--- config.mk ---
export PLATFORM = sky130hd
export DESIGN_NAME = bpa_lowzero
export DESIGN_NICKNAME = d
export VERILOG_FILES = /design/src/rtl/core/bpa_pkg.sv /design/src/rtl/core/bpa_lowzero.sv
export SDC_FILE = /design/constraint.sdc
export NUM_CORES = 1
export LEC_CHECK = 0
export ABC_AREA = 1
export CAP_MARGIN = 20
export CELL_PAD_IN_SITES_DETAIL_PLACEMENT = 0
export CELL_PAD_IN_SITES_GLOBAL_PLACEMENT = 1
export CORE_ASPECT_RATIO = 1.2
export CORE_MARGIN = 5
export CORE_UTILIZATION = 35
export DETAILED_ROUTE_END_ITERATION = 8
export DONT_BUFFER_PORTS = 1
export GPL_TIMING_DRIVEN = 0
export PLACE_DENSITY_LB_ADDON = 0.1
export SLEW_MARGIN = 30
export SYNTH_ARGS = -nofsm -noshare
export SYNTH_HDL_FRONTEND = slang
export SYNTH_SLANG_ARGS = --single-unit
--- constraint.sdc ---
create_clock -name vclk -period 7.8
set_clock_uncertainty 0.1 [all_clocks]
set_input_delay 1.56 -clock vclk [all_inputs]
set_output_delay 1.56 -clock vclk [all_outputs]
set_load 0.005 [all_outputs]
--- src/rtl/core/bpa_pkg.sv ---
`default_nettype none
// ---------------------------------------------------------------------------
// bpa_pkg
// Shared types and constants of the bitmap page allocator.
// ---------------------------------------------------------------------------
package bpa_pkg;

	localparam int WORD_BITS = 64;
	localparam int BIT_W     = 6;
	localparam int STATUS_W  = 3;

	localparam logic [STATUS_W-1:0] ST_OK           = 3'd0;
	localparam logic [STATUS_W-1:0] ST_NOMEM        = 3'd1;
	localparam logic [STATUS_W-1:0] ST_MISALIGNED   = 3'd2;
	localparam logic [STATUS_W-1:0] ST_RANGE        = 3'd3;
	localparam logic [STATUS_W-1:0] ST_ALREADY_FREE = 3'd4;

	typedef struct packed {
		logic             found;
		logic [BIT_W-1:0] pos;
	} bpa_zero_t;

endpackage
`default_nettype wire

--- src/rtl/core/bpa_lowzero.sv ---
`default_nettype none
// ---------------------------------------------------------------------------
// bpa_lowzero
// Priority encoder: position of the lowest clear bit of a 64-bit word.
// ---------------------------------------------------------------------------
module bpa_lowzero
	import bpa_pkg::*;
(
	input  wire logic [WORD_BITS-1:0] word,
	output bpa_zero_t                 zero
);

	always_comb begin
		zero.found = 1'b0;
		zero.pos   = '0;
		for (int i = WORD_BITS - 1; i >= 0; i--) begin
			if (!word[i]) begin
				zero.found = 1'b1;
				zero.pos   = BIT_W'(i);
			end
		end
	end

endmodule
`default_nettype wire

# After elaboration in Yosys (flattened, before gate mapping)

Index checks and enable logic that the tools add are counted.

Multiplexer cells: 64

Operators with widths:

| operator | count |
|---|---|
| $mux W7  | 64 |

Register bits after elaboration: 0
Output and inout port bits: 7
Input port bits: 64

# Longest topological paths before layout

Gate-level depths: netlist of the first run.

Word-level depth: 64
Depth in mapped cells: 61

# Worst setup path after synthesis of the first run

No wires, ideal clock.

Path kind: input to output
From: input port word[63]
To: output port zero[0] (netlist name)
Path slack: 1.968 ns
Arrival: 4.172 ns
Buffers on the path: 0
Data required time: 6.140 ns
Stages: 61
Cells stage by stage: inv_1 -> nand2_1 -> nand2_1 -> nand2_1 -> nand2_1 -> nand2_1 -> nand2_1 -> nand2_1 -> nand2_1 -> nand2_1 -> nand2_1 -> nand2_1 -> nand2_1 -> nand2_1 -> nand2_1 -> nand2_1 -> nand2_1 -> nand2_1 -> [25 not listed] -> nand2_1 -> nand2_1 -> nand2_1 -> nand2_1 -> nand2_1 -> nand2_1 -> nand2_1 -> nand2_1 -> nand2_1 -> nand2_1 -> nand2_1 -> nand2_1 -> nand2_1 -> nand2_1 -> nand2_1 -> nand2_1 -> nand2_1 -> a21oi_2

RTL lines:

| element            | line              | source |
|---|---|---|
| start: declaration | bpa_lowzero.sv:9  | `input wire logic [WORD_BITS-1:0] word,` |
| end: declaration   | bpa_lowzero.sv:10 | `output bpa_zero_t zero` |

==> key figures, run 1 <==
Run status
  – Outcome: finished clean

Job
  – Max Cap Viol: 0

Timing
  – Crit share post-route: slightly below 80%
  – Min cycle time layout: 6.02 ns
  – Pins Over Slew Limit: 0
  – Setup TNS: 0 ns
  – Setup violations, final: 0
  – RSZ-0062 raised after global routing: no
  – Hold WS: a little over 3 ns
  – Max Clk Rate: ~0.17 GHz
  – Final Hold Vio Count: 0
  – Slew Limit Headroom: a little under 80%
  – Worst Tran Pin Value: 0.333 ns

Global route
  – Global route overflow: 0
  – Initial antenna violation count: 0
  – Gr usage total: between 10 and 15%
  – Pin count of the biggest net entering global routing: 5
  – Vias in the first global route: 887
  – Global-route wire length before repair: between 2000 and 3000 um

Routing
  – Via density per instance: between 4 and 5
  – DR pass1 iterations: 2
  – Drt first-iter violations: 5
  – Residual DRC count: 0
  – Avg WL per Cell: between 9 and 10 um
  – Total wire length: roughly 1800 um
  – Detail Route Antenna Nets: 0
  – Vias: about 950

Synthesis
  – Post-synth top area share: between 50% and 60%
  – Top post-synthesis cells by area: nand2_1 (52%), nor2_1 (20%), nand3_1 (5.0%), inv_1 (4.8%), o21ai_0 (3.6%)
  – Synth Instances: 171
  – Syn Nets: 235
  – Post-synthesis cell type count: 13
  – Commonest cells in the netlist: nand2_1 (97), nor2_1 (38), inv_1 (9)
  – Count leader, synth: nand2_1
  – Post-synth top area cell: nand2_1
  – YS warnings: 0
  – Register area share after synthesis: 0%
  – Syn Area/Cell: around 4.1 um^2
  – Cell Area, Synth: 698 um^2

Clock network
  – CTS resizes: 0
  – Post-CTS Setup Bufs: 0
  – CTS Hold Bufs: 0

Floorplanning
  – Die X: between 50 and 60 um
  – Core footprint: between 0.0015 and 0.002 mm^2
  – Rows: 17
  – I/O pins: a little over 70
  – Die span in y: slightly below 60 um
  – Initial Util: between 30% and 40%
  – Die area: ~0.0030 mm^2

Place
  – GPL Wtd Cong: ~0.7
  – Post-DP HPWL: 1710 um
  – IO Port Bufs: 0
  – Placed insts: between 150 and 200

Layout
  – Fill cells: between 200 and 250
  – Final non-filler cell total: between 150 and 200
  – Layout cells sized above 1: less than 1%
  – Register area: 0 um^2
  – Multi-input logic area: about 660 um^2
  – Clkbuf count: 0
  – Area delta synth->final: 3.40%
  – FFs & Latches: 0
  – Inserted Diodes: 0
  – Final nets: about 240

Setup path
  – Crit Path Max Fanout: 3
  – Arrival time at the worst endpoint: approximately 4.4 ns
  – CP bufs+invs: 1
  – CP max-delay cell: a21oi_2
  – WP data required: approximately 6.1 ns
  – Critical path depth: between 60 and 70
  – Most frequent CP cell: nand2_1
  – Worst Setup Path Type: input port to output port
  – Crit-path max cell delay: ~0.13 ns
  – CP delay by family, top: simple AND/OR/NAND/NOR gates
  – Type of origin of the critical path: input port
  – Endpoint type of the worst setup path: output port

Power and ir drop
  – Pwr/cell area: 29.9 mW/mm^2
  – VDD IR max: around 0.000012 V
  – Leak pwr: a little under 0.4 nW
  – Tot Pwr: approximately 0.022 mW

Min path
  – Hold depth: 1
  – Worst min-delay path category: input port to output port
-- where the power goes --
part / total [mW] / internal (mW) / switching (mW) / leakage, nW
logic: 0.0216 / 0.00954 / 0.0121 / 0.390
clock network: 0 / 0 / 0 / 0
registers: 0 / 0 / 0 / 0
-- stage by stage --
stage	util, %	instance area (um^2)	setup WS, ns
after global routing	38.6	722	1.11
after CTS	38.6	722	1.73
after detailed placement	38.6	722	1.74
final	38.6	722	1.78
after global placement	38.6	722	1.77
after floorplan	-	698	1.97
-- cell usage in the layout, fill, tap and decap left out, drive strengths merged --
master,synthesis,layout
a21boi,2,2
a21oi,3,3
a31oi,3,3
inv,9,9
nand2,97,97
nand3,7,7
nand4,3,3
nor2,38,38
nor3,2,2
o21ai,5,5
o21bai,1,1
o311ai,1,1
-- area by class of cell --
type	count	area share, %
Tap cell	19	3.29
Inverter	9	4.68
Multi-Input combinational cell	162	92.0
-- metal layers --
metal  vias to the layer above  wire length, um  share of wire [%]  track usage [%]
li1                        540                -                  -                -
met1                       367              685                 38             13.7
met2                        41              825                 46             19.5
met3                         0              289                 16             4.56
met4                         0                0                  0                0
met5                         -                0                  0                0
-- path summary, 6_finish.rpt --
| kind | startpoint | endpoint |
|---|---|---|
| worst min-delay path | word[3] | zero[1] |
| worst max-delay path | word[63] | zero[0] |
-- logic make-up (layout without fill, tap and decap cells) --
| group | count (synthesis) | after routing | share of synthesized area, % |
|---|---|---|---|
| AND/OR/NAND/NOR | 147 | 147 | 81.7 |
| AO/OA/AOI/OAI | 15 | 15 | 13.4 |
| buffers and inverters | 9 | 9 | 4.84 |
(Power assumes the default switching activity.)
==> run 2, diff against run 1 <==
ABC_AREA = 0   (was 1)
clock period = 5.8 ns   (was 7.8 ns; I/O delays follow)
==> run 2 against run 1 <==
- largest power group unchanged
- die area is 18% higher
- synthesized cell count is 16% lower
- combinational power is 15% higher
==> key figures, run 2 <==
Run status
  – Outcome: finished clean

Synthesis
  – Top post-synthesis cells by area: nand4_1 (14%), nand2_1 (8.8%), nand3_1 (7.0%), o21ai_0 (5.3%), a211oi_1 (4.4%)
  – Register area share after synthesis: 0%
  – Post-synth top area cell: nand4_1
  – Count leader, synth: nand2_1
  – Cell Area, Synth: 857 um^2
  – Commonest cells in the netlist: nand2_1 (20), nand4_1 (19), nand3_1 (12)
  – YS warnings: 0
  – Post-synth top area share: ~14%
  – Synth Instances: 143
  – Syn Area/Cell: approximately 6.0 um^2
  – Syn Nets: slightly above 200
  – Post-synthesis cell type count: 32

Setup path
  – Type of origin of the critical path: input port
  – Endpoint type of the worst setup path: output port
  – Arrival time at the worst endpoint: around 2.1 ns
  – Crit Path Max Fanout: 4
  – WP data required: approximately 4.5 ns
  – Worst Setup Path Type: input port to output port

Global route
  – Gr usage total: about 15%
  – Pin count of the biggest net entering global routing: 7
  – Initial antenna violation count: 0
  – Most Crowded Layer GR: met2
  – Vias in the first global route: ~1,100
  – Met1 Use GR: 17.4%
  – Met2 GRT Util: between 30% and 40%
  – Global route overflow: 0
  – Met3 GRT Util: roughly 2.8%
  – Global-route wire length before repair: about 4400 um

Clock network
  – CTS Hold Bufs: 0
  – Post-CTS Setup Bufs: 0
  – CTS resizes: 0

Timing
  – Setup TNS: 0 ns
  – Final Hold Vio Count: 0
  – Slew Limit Headroom: between 70% and 80%
  – Worst Tran Pin Value: 0.355 ns
  – Max Clk Rate: approximately 0.3 GHz
  – Pins Over Slew Limit: 0
  – RSZ-0062 raised after global routing: no
  – Min cycle time layout: approximately 3.4 ns
  – Setup violations, final: 0
  – Crit share post-route: 58.0%

Floorplanning
  – Initial Util: a little under two fifths
  – Core footprint: between 0.002 and 0.0025 mm^2
  – Die X: 55.2 um
  – Die span in y: roughly 64 um
  – Rows: 19
  – I/O pins: 71
  – Die area: about 0.0035 mm^2

Layout
  – Register area: 0 um^2
  – Layout cells sized above 1: approximately 6.3%
  – Clkbuf count: 0
  – Most frequent cells in the layout: nand2_1 (20), nand4_1 (19), nand3_1 (12), nor2_1 (10), inv_1 (10)
  – Area delta synth->final: 4.53%
  – Inserted Diodes: 0
  – Non-Filler Cell Area, Final: between 800 and 900 um^2
  – FFs & Latches: 0
  – Most common cell after layout, fill and taps aside: nand2_1
  – Fill cells: about 280
  – Final nets: about 210

Routing
  – Residual DRC count: 0
  – Avg WL per Cell: 16.8 um
  – Drt first-iter violations: 17
  – Detail Route Antenna Nets: 0
  – Via density per instance: ~6.4
  – Vias: 1,105
  – Total wire length: ~3000 um
  – DR pass1 iterations: 4

Power and ir drop
  – VDD IR max: approximately 0.000013 V
  – Leak pwr: 0.270 nW
  – Pwr/cell area: 27.7 mW/mm^2

Place
  – GPL Wtd Cong: between 0.7 and 0.8
  – Post-DP HPWL: ~2600 um
  – Post-place instance area: ~900 um^2
  – IO Port Bufs: 0

Min path
  – Worst min-delay path category: input port to output port

Job
  – Max Cap Viol: 0
run 2: changes by cell type after synthesis, moves of 4 or more:
| cell | delta |
|---|---|
| a211oi_1 | +5 |
| a21oi_1 | +5 |
| and4_1 | +4 |
| nand2_1 | -77 |
| nand2b_1 | +4 |
| nand3_1 | +5 |
| nand4_1 | +16 |
| nor2_1 | -28 |
| nor2b_1 | +4 |
| o21ai_0 | +4 |
run 2: path summary, 6_finish.rpt:
check	from	slack, ns	endpoint	cells after the start
setup / recovery	word[47]	2.44	zero[2]	5
hold / removal	word[0]	2.34	zero[0]	2
run 2: power by group:
group	leakage (nW)	switching [mW]	internal, mW
logic	0.270	0.0127	0.0121
registers	0	0	0
clock network	0	0	0
total	0.270	0.0127	0.0121
run 2: worst max-delay path, stage by stage:
cell,delay [ns]
nand4_1,0.21
a2111oi_2,0.40
o31ai_1,0.12
o211ai_1,0.10
a21oi_1,0.12
run 2: metrics by stage:
| stage | setup slack (ns) | hold slack (ns) | utilization [%] | power, mW | std cells |
|---|---|---|---|---|---|
| after floorplan | 2.58 | 2.32 | - | 0.0213 | 143 |
| after global placement | 2.40 | 2.35 | 38.5 | 0.0251 | 174 |
| after detailed placement | 2.41 | 2.35 | 38.5 | 0.0252 | 174 |
| after CTS | 2.40 | 2.35 | 38.5 | 0.0254 | 174 |
| after global routing | 2.32 | 2.35 | 38.5 | 0.0282 | 174 |
| final | 2.44 | 2.34 | 38.5 | 0.0248 | 174 |
run 2: kinds of logic after synthesis:
family | share of synthesized area (%)
buffers and inverters | 4.82
AO/OA/AOI/OAI | 42.2
AND/OR/NAND/NOR | 53.0
run 2: cell type report:
| class | instances | area, um^2 | area share, % |
|---|---|---|---|
| Multi-Input combinational cell | 132 | 816 | 91.1 |
| Inverter | 11 | 41.3 | 4.61 |
| Tap cell | 31 | 38.8 | 4.33 |
run 2: metal layers:
metal | up-vias | wire, um
met5 | - | 0
met4 | 0 | 0
met3 | 0 | 333
met2 | 40 | 1530
met1 | 490 | 1070
li1 | 575 | -
